**src/rtl/skt_pkg.sv**
```systemverilog
// Shared types and codes for the sorted key table core.
package skt_pkg;

    typedef enum logic [1:0] {
        ST_OK        = 2'd0,
        ST_NOT_FOUND = 2'd1,
        ST_DUPLICATE = 2'd2,
        ST_FULL      = 2'd3
    } status_t;

    localparam logic OP_LOOKUP = 1'b0;
    localparam logic OP_INSERT = 1'b1;

    typedef struct packed {
        logic signed [31:0] key;
        logic signed [31:0] low;
        logic signed [31:0] high;
        logic        [30:0] target;
    } entry_t;

    // Query travelling down the cell chain, with the result it gathers.
    typedef struct packed {
        logic               active;
        logic               stop;
        logic               hit;
        logic               opcode;
        entry_t             item;
        logic signed [31:0] found_low;
        logic signed [31:0] found_high;
        logic        [30:0] found_target;
    } token_t;

endpackage

```
**src/rtl/skt_cell.sv**
```systemverilog
// One table slot: holds an entry and passes the search token to its neighbour.
module skt_cell #(
    parameter int CAPACITY = 64,
    parameter int INDEX    = 0,
    localparam int IW      = $clog2(CAPACITY + 1)
) (
    input  logic            clk,
    input  logic            rst_n,
    input  logic [IW-1:0]   count,
    input  skt_pkg::token_t tok_in,
    input  logic [IW-1:0]   pos_in,
    output skt_pkg::token_t tok_out,
    output logic [IW-1:0]   pos_out,
    input  logic            commit_en,
    input  logic [IW-1:0]   commit_pos,
    input  skt_pkg::entry_t left_entry,
    input  skt_pkg::entry_t new_entry,
    output skt_pkg::entry_t entry
);

    skt_pkg::token_t tok_reg;
    skt_pkg::token_t tok_next;
    logic [IW-1:0]   pos_reg;
    logic [IW-1:0]   pos_next;
    skt_pkg::entry_t entry_reg;
    skt_pkg::entry_t entry_next;
    logic            live;
    logic            less;

    assign live = IW'(INDEX) < count;
    assign less = live && ($signed(entry_reg.key) < $signed(tok_in.item.key));

    // The token stops at the first slot whose key is not below the query.
    always_comb
    begin
        tok_next = tok_in;
        pos_next = pos_in;
        if (tok_in.active && !tok_in.stop && !less)
        begin
            tok_next.stop = 1'b1;
            pos_next      = IW'(INDEX);
            if (live && (entry_reg.key == tok_in.item.key))
            begin
                tok_next.hit          = 1'b1;
                tok_next.found_low    = entry_reg.low;
                tok_next.found_high   = entry_reg.high;
                tok_next.found_target = entry_reg.target;
            end
        end
    end

    // On an insert, the gap slot takes the new entry; slots above shift right.
    always_comb
    begin
        entry_next = entry_reg;
        if (commit_en)
        begin
            if (IW'(INDEX) > commit_pos)
            begin
                entry_next = left_entry;
            end
            else if (IW'(INDEX) == commit_pos)
            begin
                entry_next = new_entry;
            end
        end
    end

    always_ff @(posedge clk or negedge rst_n)
    begin
        if (!rst_n)
        begin
            tok_reg <= '0;
        end
        else
        begin
            tok_reg <= tok_next;
        end
    end

    always_ff @(posedge clk)
    begin
        pos_reg   <= pos_next;
        entry_reg <= entry_next;
    end

    assign tok_out = tok_reg;
    assign pos_out = pos_reg;
    assign entry   = entry_reg;

endmodule

```
**config.mk**
```make
export PLATFORM = sky130hd
export DESIGN_NAME = skt_cell
export DESIGN_NICKNAME = d
export VERILOG_FILES = /design/src/rtl/skt_pkg.sv /design/src/rtl/skt_cell.sv
export SDC_FILE = /design/constraint.sdc
export NUM_CORES = 1
export LEC_CHECK = 0
export BUFFER_PORTS_ARGS = -buffer_cell sky130_fd_sc_hd__buf_2
export CAP_MARGIN = 0
export CORE_AREA = 2 2 334 336
export CTS_CLUSTER_SIZE = 25
export DETAILED_ROUTE_END_ITERATION = 10
export DIE_AREA = 0 0 336 338
export PLACE_DENSITY = 0.41
export SYNTH_ARGS = -nofsm -noshare
export SYNTH_HDL_FRONTEND = slang
export SYNTH_SLANG_ARGS = --single-unit
```
**constraint.sdc**
```tcl
create_clock -name clk -period 4.7 [get_ports clk]
set_input_delay 0 -clock clk [delete_from_list [all_inputs] [get_ports clk]]
set_output_delay 0 -clock clk [all_outputs]
set_load 0.01 [all_outputs]
```
Word level (Yosys, flattened, before mapping)
Index checks and enable logic that the tools add are counted.
Widths: inputs -> output; s select.
Operators by class
  $add $sub $neg: 0
  multiply operators: 0
  div/mod/pow operators: 0
  magnitude comparators: 3
  eq/ne operators: 1
  shift operators: 0
  mux-type cells: 6
  bitwise logic cells: 0
  reductions and logical operators: 9
Operator list (count)
  $mux 127: 2
  $mux 95: 2
  $eq 32x32->1: 1
  $lt 32x32->1: 1
  $gt 1x7->1 const A: 1
  $logic_not 7->1: 1
  $lt 1x7->1 const A: 1
  $logic_and 1x1->1: 4
  $logic_not 1->1: 2
  $mux 2: 1
  $reduce_and 2->1: 1
  $reduce_bool 2->1: 1
  $mux 1: 1
Storage, ports and cells
  register bits after elaboration: 360
  latch bits: 0
  memory bits (writable): 0
  bits in read-only memories: 0
  bits of input ports: 504
  output and inout bits: 360
  word-level logic and storage cells: 35
  memories: 0

Longest topological paths before layout
Gate-level depths: netlist of the first run.
  depth after elaboration: 5
  depth in mapped cells: 11
  mapped depth without buffers: 8

Worst setup path after synthesis of the first run
No wires, ideal clock.
  path kind: in2reg
  start: input commit_pos[6]
  end: register entry_reg (netlist bit entry[0]) (enable)
  library setup time: 0.503 ns
  data arrival time: 3.294 ns
  required time: 4.197 ns
  slack: 0.903 ns
  cell stages on the path: 2
  buffers on the path: 0
  cells stage by stage: nor4_1 -> and4b_1
Between the ends
  word-level cells in the longest chain between the ends: 3
  elaborated cells between the ends (all ways): 4
  those cells by class: order compare: 1; reduce/logical: 3
RTL lines
  start: declaration: line skt_cell.sv:15  | input logic [IW-1:0] commit_pos,
  $gt 1x7->1 or $logic_not 7->1 (tied branches): line skt_cell.sv:58, skt_cell.sv:62
  $reduce_bool 2->1 (no source line) *
  $reduce_and 2->1 (no source line) *
  end signal: assignment: line skt_cell.sv:84  | entry_reg <= entry_next;
  end: declaration: line skt_cell.sv:25  | skt_pkg::entry_t entry_reg;
Mark *: on every way between the ends. The rest lies on a longest branch, timed or not.
A chain may end at the register's enable or synchronous reset.

==> impl_results.md, run 1 <==
- Status: completed
- Final nets: 2310
- Design Area, Final: 22800 µm²
- Final hold vios: 0
- Vias in the first global route: 11000
- Cell Pwr Density: 332 nW/µm²
- Core Box Area: 110000 µm²
- DR WL/cell: 14.9 µm
- DPL Wire Length: 36400 µm
- Min Tclk post-route: 3.55 ns
- Drt initial violations: 244
- Clock transition at the registers of the reported paths: 0.06 ns
- Gr busiest metal: met2
- Postcts setup bufs: 0
- Hold_buf cts: 387
- Root buf cell: clkbuf_16
- Die W: 336 µm
- Number of synthesized flops with an enable pin: 127
- Slew headroom: 20.6%
- Rows: 122
- Worst EP required: 5.15 ns
- Max reg flops: 226
- Register area share after synthesis: 77.7%
- Synth warn: 0
- Place WS: 1.09 ns
- Area grow syn2layout: 84.2%
- Post-route setup slack: 1.15 ns
- Post-Synthesis Cells: 737
- Post-synth cell types: 33
- Clock sinks: 360
- Starting density of the core: 11.2%
- DIE HEIGHT: 338 µm
- Post-cts sizing count: 0
- Routability cong.: 0.805
- Worst EP arrival: 4.01 ns
- Tot GR Track Use: 8.12%
- Worst-path maximum fanout: 54
- Most numerous cell in the Yosys netlist: dfrtp_1
- Met3 usage: 2.59%
- Clock tree buffer depth: 3
- DRT antenna net count: 0
- Via/cell ratio: 2.99
- Antenna violations before repair: 6
- RSZ-0062 raised after global routing: no
- Total of max-cap violations: 0
- H-tree levels: 2
- Via count: 9875
- DRT Wirelength: 49300 µm
- Worst-Margin Slew: 1.19 ns
- Maximum vdd drop: 0.237 mV
- First-pass GRT wire length: 68200 µm
- Count of state elements after synthesis: 360
- Detailed Routing Iterations Pass 1: 6
- CP endpoint kind: flip-flop
- Largest net degree at the start of global routing: 128
- Worst reg2reg path depth: 8
- Final worst-path cycle share: 75.6%
- Mapped cell area: 12400 µm²
- Met2 Usage GRT: 14.2%
- Final Max Tran Viols: 0
- Worst hold path type: in2async
- Worst hold slack: 0.0249 ns
- RR Startpoint: entry[126]
- Setup violations, final: 0
- Post-synth top area share: 45.7%
- # IOs: 864
- Area leader, netlist: dfrtp_1
- Overall Power: 7.55 mW
- Async set-reset flop share out of synthesis: 62.8%
- Leak Pwr: 10.3 nW
- Clock Skew: 0.0133 ns
- Syn nets: 1273
- Port Buffers: 736
- RR Endpoint: tok_out[48]
- Clock Latency Late Sink: 0.58 ns
- Nature of the critical path startpoint: flip-flop
- Fmax: 281 MHz
- Share of layout cells above drive strength 1: 50.4%
- Placed cell area: 17500 µm²
- Avg Inst Size Synth: 16.8 µm²
- TritonCTS buffer count: 44
- Main synth FF type: dfrtp_1
- Reg-to-reg slack, setup: 1.15 ns
- Die ar.: 114000 µm²
- Total negative slack: 0 ns
- Commonest cells in the netlist: dfrtp_1, clkbuf_1, edfxtp_1
- CTS tree: built
- DRC: 0
- GRT met1 Usage: 9.01%
- Top post-synthesis cells by area: dfrtp_1, edfxtp_1, mux2_2
- Gr ovfl total: 0
- Critical path type: reg2reg
how the worst max path moves through the flow:
| stage | startpoint | endpoint | slack [ns] |
|---|---|---|---|
| final | entry[126] | tok_out[48] | 1.15 |
| after global routing | entry[126] | tok_out[48] | 0.87 |
| after CTS | entry[126] | tok_out[49] | 1.09 |
| after detailed placement | entry[126] | tok_out[49] | 1.09 |
| after global placement | entry[126] | tok_out[10] | 1.11 |
| after floorplan | commit_pos[6] | entry[0] | 0.90 |
placed cells by master (no fill, tap or decap), drive strengths merged, types with 5 or more instances in the layout:
cell type	Yosys	final
clkinv	0	16
dlygate4sd3	0	387
ha	32	32
nand4	7	7
nand2	14	14
dfrtp	226	226
edfxtp	127	127
dfxtp	7	7
a21o	5	5
buf	11	742
mux2	95	95
a21oi	20	20
inv	33	36
o21ai	7	7
clkbuf	127	59
cells by family (layout without fill, tap and decap cells):
family,Yosys count,in the layout,synth area share [%]
adders and majority gates,32,32,3.24
buffers and inverters,171,1244,5.60
other,0,3,0
muxes,95,95,9.83
DFF,360,360,77.7
and+or+nand+nor,40,40,1.78
AOI/OAI and AO/OA,39,39,1.87
layer usage:
metal / wire length [µm] / vias up / part of all wire, %
met2: 24400 / 505 / 49
met3: 4170 / 78 / 8.5
met1: 19100 / 4768 / 39
met5: 10 / - / 0.020
li1: - / 4522 / -
met4: 1650 / 2 / 3.4
power by group:
group / switching (mW) / internal (mW) / total (mW) / leakage (nW)
clock network: 1.37 / 2.01 / 3.39 / 0.719
logic: 0.320 / 0.454 / 0.774 / 5.77
registers: 0.0334 / 3.36 / 3.39 / 3.83
total: 1.73 / 5.83 / 7.55 / 10.3
final cells by class:
| type | count | area, µm² |
|---|---|---|
| fill | 11800 | 87300 |
| sequential | 360 | 9610 |
| timing repair buffer | 1129 | 7650 |
| multi-input combinational | 206 | 2080 |
| tap | 1488 | 1860 |
| clock buffer | 59 | 1270 |
| clock inverter | 23 | 184 |
| inverter | 33 | 124 |
| antenna | 3 | 7.51 |
stage by stage:
step | cells | util [%]
floorplan | 737 | -
global placement | 2829 | 15.9
detailed placement | 2829 | 15.9
CTS | 3298 | 20.7
global route | 3301 | 20.7
finish | 3301 | 20.7
critical path, cell delays in order, from the launching register on:
cell,delay (ns)
edfxtp_1,0.41
ha_1,0.45
a21oi_1,0.21
o21ai_0,0.30
a211oi_1,0.38
a31o_1,0.24
a21o_4,0.56
buf_12,0.42
mux2_2,0.40
Note: power is estimated with default switching activity, not from simulation.
==> run 2, diff against run 1 <==
- CORE_AREA: 2 2 334 336 -> 2 2 336 338
- DIE_AREA: 0 0 336 338 -> 0 0 338 340
- clock period: 4.7 -> 3.7 ns (I/O delays scaled with it)
==> run 2 against run 1 <==
Clock power increased by 27%; wire length increased by 4.0%; non-clock buffer count increased by 27; highest routed layer unchanged; critical path type unchanged; register-to-register slack got worse by 0.87 ns.
==> impl_results.md, run 2 (synthesis results as in run 1) <==
- Clock sinks: 360
- Hold EP: tok_out[147]
- Status: completed
- Clock Skew: 0.0205 ns
- Detailed Routing Iterations Pass 1: 4
- DIE HEIGHT: 340 µm
- Drt initial violations: 228
- Via/cell ratio: 2.99
- DPL Wire Length: 37600 µm
- Power Internal: 7.39 mW
- Setup violations, final: 0
- CP endpoint kind: flip-flop
- Cell Pwr Density: 416 nW/µm²
- Final Max Tran Viols: 0
- Antenna violations before repair: 8
- Clock Latency Late Sink: 0.58 ns
- DRC: 0
- Min Tclk post-route: 3.42 ns
- Place WS: 0.223 ns
- Slowest CP cell: nor4_1
- Crit path cell chain: ha_1, nand4_1, nor4_1, nor2_1, a31o_1, a21o_4, buf_12, mux2_4
- Final hold vios: 0
- CP delay by family, top: simple AND/OR/NAND/NOR gates
- Total of max-cap violations: 0
- WP buf/inv: 1
- Levels on crit path: 8
- TritonCTS buffer count: 44
- Clock tree buffer depth: 3
- Hold Crit Start: tok_in[147]
- CTS tree: built
- Worst-path maximum fanout: 48
- RR Startpoint: entry[118]
- # IOs: 864
- Final nets: 2337
- Worst EP required: 4.16 ns
- Die ar.: 115000 µm²
- Root buf cell: clkbuf_16
- H-tree levels: 2
- Max reg flops: 226
- Fmax: 292 MHz
- Vias in the first global route: 11300
- Post-route setup slack: 0.276 ns
- RR Endpoint: tok_out[55]
- Core Box Area: 112000 µm²
- Routability cong.: 0.835
- Critical path type: reg2reg
- Area grow syn2layout: 86.5%
- Most frequent cells in the layout: buf_2, dlygate4sd3_1, dfrtp_1
- Starting density of the core: 11.1%
- Slew headroom: 40.0%
- Port Buffers: 736
- Reg-to-reg slack, setup: 0.28 ns
- Commonest non-fill, non-tap cell in the layout: buf_2
- Final worst-path cycle share: 92.5%
- DRT Wirelength: 51300 µm
- Share of layout cells above drive strength 1: 49.9%
- Largest net degree at the start of global routing: 108
- Worst EP arrival: 3.88 ns
- Nature of the critical path startpoint: flip-flop
- Overall Power: 9.60 mW
- Sw Share: 23.0%
- Tot GR Track Use: 8.48%
- DR WL/cell: 15.4 µm
- Die W: 338 µm
- Worst hold slack: 0.0577 ns
- Postcts setup bufs: 0
- Sequential power share: 45.0%
- Clock network power share: 44.7%
- Gr ovfl total: 0
- Critical path's largest stage delay: 0.76 ns
- Combinational Power Share: 10.4%
- Maximum vdd drop: 0.304 mV
- Worst hold path type: in2reg
- First-pass GRT wire length: 71200 µm
- Worst reg2reg path depth: 8
- Leak Pwr: 10.4 nW
- DRT antenna net count: 0
- Via count: 9993
- P_sw: 2.21 mW
- Total negative slack: 0 ns
- Rows: 123
- RSZ-0062 raised after global routing: no
- Hold Crit Depth: 2
- Clock transition at the registers of the reported paths: 0.06 ns
- Worst-Margin Slew: 0.891 ns
[run 2: changes by cell type in the layout (fill, tap and decap cells not counted), sizes merged]
cell         change
dlygate4sd3     +17
clkinvlp         -1
buf             +10
inv              +2
clkbuf           +6
clkinv           -8
[run 2: cell type report]
| type | count | area [µm²] |
|---|---|---|
| Clock buffer | 65 | 1270 |
| Timing Repair Buffer | 1156 | 7960 |
| Sequential cell | 360 | 9610 |
| Inverter | 33 | 124 |
| Antenna cell | 3 | 7.51 |
| Clock inverter | 16 | 145 |
| Tap cell | 1500 | 1880 |
| Multi-Input combinational cell | 206 | 2080 |
| Fill cell | 11900 | 88500 |
[run 2: metrics by stage]
stage | cells | utilization, % | instance area [µm²]
floorplan | 737 | - | 12400
global placement | 2850 | 15.8 | 17600
detailed placement | 2850 | 15.8 | 17600
CTS | 3336 | 20.7 | 23100
global route | 3336 | 20.7 | 23100
finish | 3339 | 20.7 | 23100
[run 2: power by group through the flow]
stage                     clock network [mW]  registers, mW  logic [mW]
after global routing                    4.66           4.33        1.08
after CTS                               4.48           4.31        1.00
after floorplan                            0           4.46       0.145
final                                   4.29           4.31       0.995
after detailed placement                   0           4.39       0.652
after global placement                     0           4.39       0.645
[run 2: metal layers]
layer | vias up | global-route usage [%] | share of wire, %
li1 | 4568 | - | -
met1 | 4853 | 9.54 | 39
met2 | 498 | 15.0 | 50
met3 | 70 | 2.59 | 8.7
met4 | 4 | 3.13 | 3.0
met5 | - | 0 | 0.058
[run 2: how the worst max path moves through the flow]
stage,startpoint,to,slack [ns]
2_1_floorplan,entry[110],tok_out[55],1.19
3_3_place_gp,entry[118],tok_out[93],0.23
3_5_place_dp,entry[118],tok_out[55],0.22
4_1_cts,entry[118],tok_out[55],0.21
5_1_grt,entry[118],tok_out[55],0.08
6_report,entry[118],tok_out[55],0.28
[run 2: worst register-to-register path, delay by kind of cell, from the launching register on]
kind / cells / cell delay (ns)
AOI/OAI and AO/OA: 2 / 0.58
adders and majority gates: 1 / 0.34
buffers and inverters: 1 / 0.16
DFF: 1 / 0.41
muxes: 1 / 0.63
and+or+nand+nor: 3 / 1.20
[run 2: what timing repair did]
action,CTS,global route
resized for setup,0,0
hold endpoints to repair,586,0
hold buffers,405,0
==> run 3, diff against run 2 <==
- clock period: 3.7 -> 3.64 ns (I/O delays scaled with it)
==> run 3 against run 2 <==
Clock-buffer cell count is the same; global-route usage about the same; cell count down 0.78%; wire length is 0.85% lower; first-iteration DRC count increased by 15%; power increased by 2.1%; via count fell by 1.2%; sequential share of layout area rose by 0.38 points; register-to-register slack got worse by 0.07 ns; critical endpoint is now tok_out[224]; largest power group is now clock.
==> impl_results.md, run 3 (synthesis results as in run 1) <==
- Status: completed
- Setup violations, final: 0
- Postcts setup bufs: 0
- Slowest CP cell: dlygate4sd3_1
- Antenna violations before repair: 12
- DIE HEIGHT: 340 µm
- Detailed Routing Iterations Pass 1: 4
- Footprint of the multi-input gates: 2090 µm²
- DRT Wirelength: 50800 µm
- Maximum vdd drop: 0.296 mV
- Commonest non-fill, non-tap cell in the layout: buf_2
- Vias in the first global route: 11300
- Final worst-path cycle share: 94.4%
- Critical path's largest stage delay: 0.55 ns
- CP startpoint: entry[126]
- Share of layout cells above drive strength 1: 51.2%
- WP buf/inv: 1
- DRC: 0
- TritonCTS buffer count: 44
- H-tree levels: 2
- Core Box Area: 112000 µm²
- First-pass GRT wire length: 71200 µm
- Cell Pwr Density: 428 nW/µm²
- CP endpoint kind: flip-flop
- Clock network power share: 45.2%
- Cells after DPL: 2855
- DRT antenna net count: 0
- Via count: 9873
- P_sw: 2.23 mW
- Sw Share: 22.8%
- Worst hold slack: 0.0613 ns
- Sequential power share: 44.8%
- Worst EP arrival: 3.90 ns
- Fmax: 291 MHz
- RSZ-0062 raised after global routing: no
- Hold Crit Start: tok_in[170]
- Worst EP required: 4.11 ns
- Critical path type: reg2reg
- Max reg flops: 226
- Nature of the critical path startpoint: flip-flop
- Die W: 338 µm
- Clock tree buffer depth: 3
- Clock Skew: 0.0182 ns
- Die ar.: 115000 µm²
- DPL Wire Length: 37700 µm
- Clock sinks: 360
- Total negative slack: 0 ns
- Placed cell area: 17600 µm²
- Final hold vios: 0
- Power Internal: 7.56 mW
- Port Buffers: 736
- Final nets: 2312
- Most frequent cells in the layout: buf_2, dlygate4sd3_1, dfrtp_1
- Worst-path maximum fanout: 8
- # IOs: 864
- Clock transition at the registers of the reported paths: 0.06 ns
- Gr ovfl total: 0
- Slew headroom: 36.8%
- Crit path cell chain: ha_1, a21oi_1, o21ai_0, a211oi_2, a31o_1, nand3_1, a221o_1, dlygate4sd3_1
- Post-route setup slack: 0.205 ns
- Final Max Tran Viols: 0
- Combinational Power Share: 10.0%
- CP delay by family, top: compound AO/OA/AOI/OAI gates
- DR WL/cell: 15.3 µm
- Clock Latency Late Sink: 0.58 ns
- Routability cong.: 0.845
- Tot GR Track Use: 8.48%
- Reg area: 9610 µm²
- Via/cell ratio: 2.98
- Rows: 123
- Total of max-cap violations: 0
- Worst hold path type: in2reg
- RR Startpoint: entry[126]
- Design Area, Final: 22900 µm²
- Starting density of the core: 11.1%
- Filler cell count: 11900
- Root buf cell: clkbuf_16
- Final std cells w/o fill: 3313
- CTS tree: built
- Largest net degree at the start of global routing: 98
- Drt initial violations: 263
- Place WS: 0.277 ns
- Min Tclk post-route: 3.44 ns
- Worst-Margin Slew: 0.938 ns
- Area grow syn2layout: 84.8%
- Leak Pwr: 10.4 nW
-- run 3: cell type report --
| type | count | area share (%) |
|---|---|---|
| Timing Repair Buffer | 1131 | 33.7 |
| Inverter | 33 | 0.542 |
| Sequential cell | 360 | 42.0 |
| Antenna cell | 3 | 0.0328 |
| Clock buffer | 65 | 5.74 |
| Tap cell | 1500 | 8.21 |
| Clock inverter | 15 | 0.651 |
| Multi-Input combinational cell | 206 | 9.14 |
-- run 3: repair_timing --
item                                    in CTS  in global routing
endpoints found under the setup margin       0                  1
hold endpoints to repair                   455                  0
hold buffers                               375                  0
resized for setup                            0                  2
-- run 3: worst reg2reg max path, delay by kind of cell (launching register included) --
family	cells	cell delay, ns
flip-flops	1	0.40
AND/OR/NAND/NOR	1	0.35
buffers and inverters	1	0.55
AO/OA/AOI/OAI	5	1.66
adder cells (fa/ha/maj)	1	0.36
-- run 3: metal layers --
| metal | GRT usage [%] | routed length (µm) | vias up |
|---|---|---|---|
| li1 | - | - | 4506 |
| met1 | 9.42 | 19800 | 4752 |
| met2 | 15.0 | 25200 | 529 |
| met3 | 2.41 | 4100 | 80 |
| met4 | 3.69 | 1750 | 6 |
| met5 | 0 | 44 | - |
-- run 3: metrics by stage --
stage,util (%),total power [mW]
2_1_floorplan,-,4.68
3_3_place_gp,15.8,5.12
3_5_place_dp,15.8,5.12
4_1_cts,20.5,10.0
5_1_grt,20.5,10.3
6_report,20.5,9.80
-- run 3: power by group through the flow --
stage	clock (mW)	combinational [mW]	sequential, mW
2_1_floorplan	0	0.148	4.53
3_3_place_gp	0	0.656	4.46
3_5_place_dp	0	0.663	4.46
4_1_cts	4.62	0.994	4.39
5_1_grt	4.79	1.07	4.40
6_report	4.43	0.982	4.39
-- run 3: worst paths after layout --
| path | slack (ns) | cells after the start | to |
|---|---|---|---|
| min in group asynchronous | 0.11 | 2 | tok_out[85] |
| max in group asynchronous | 2.59 | 3 | tok_out[183] |
| min reg2reg | 0.50 | 1 | tok_out[9] |
| min | 0.06 | 2 | tok_out[170] |
| max reg2reg | 0.20 | 8 | tok_out[224] |
| max | 0.20 | 8 | tok_out[224] |
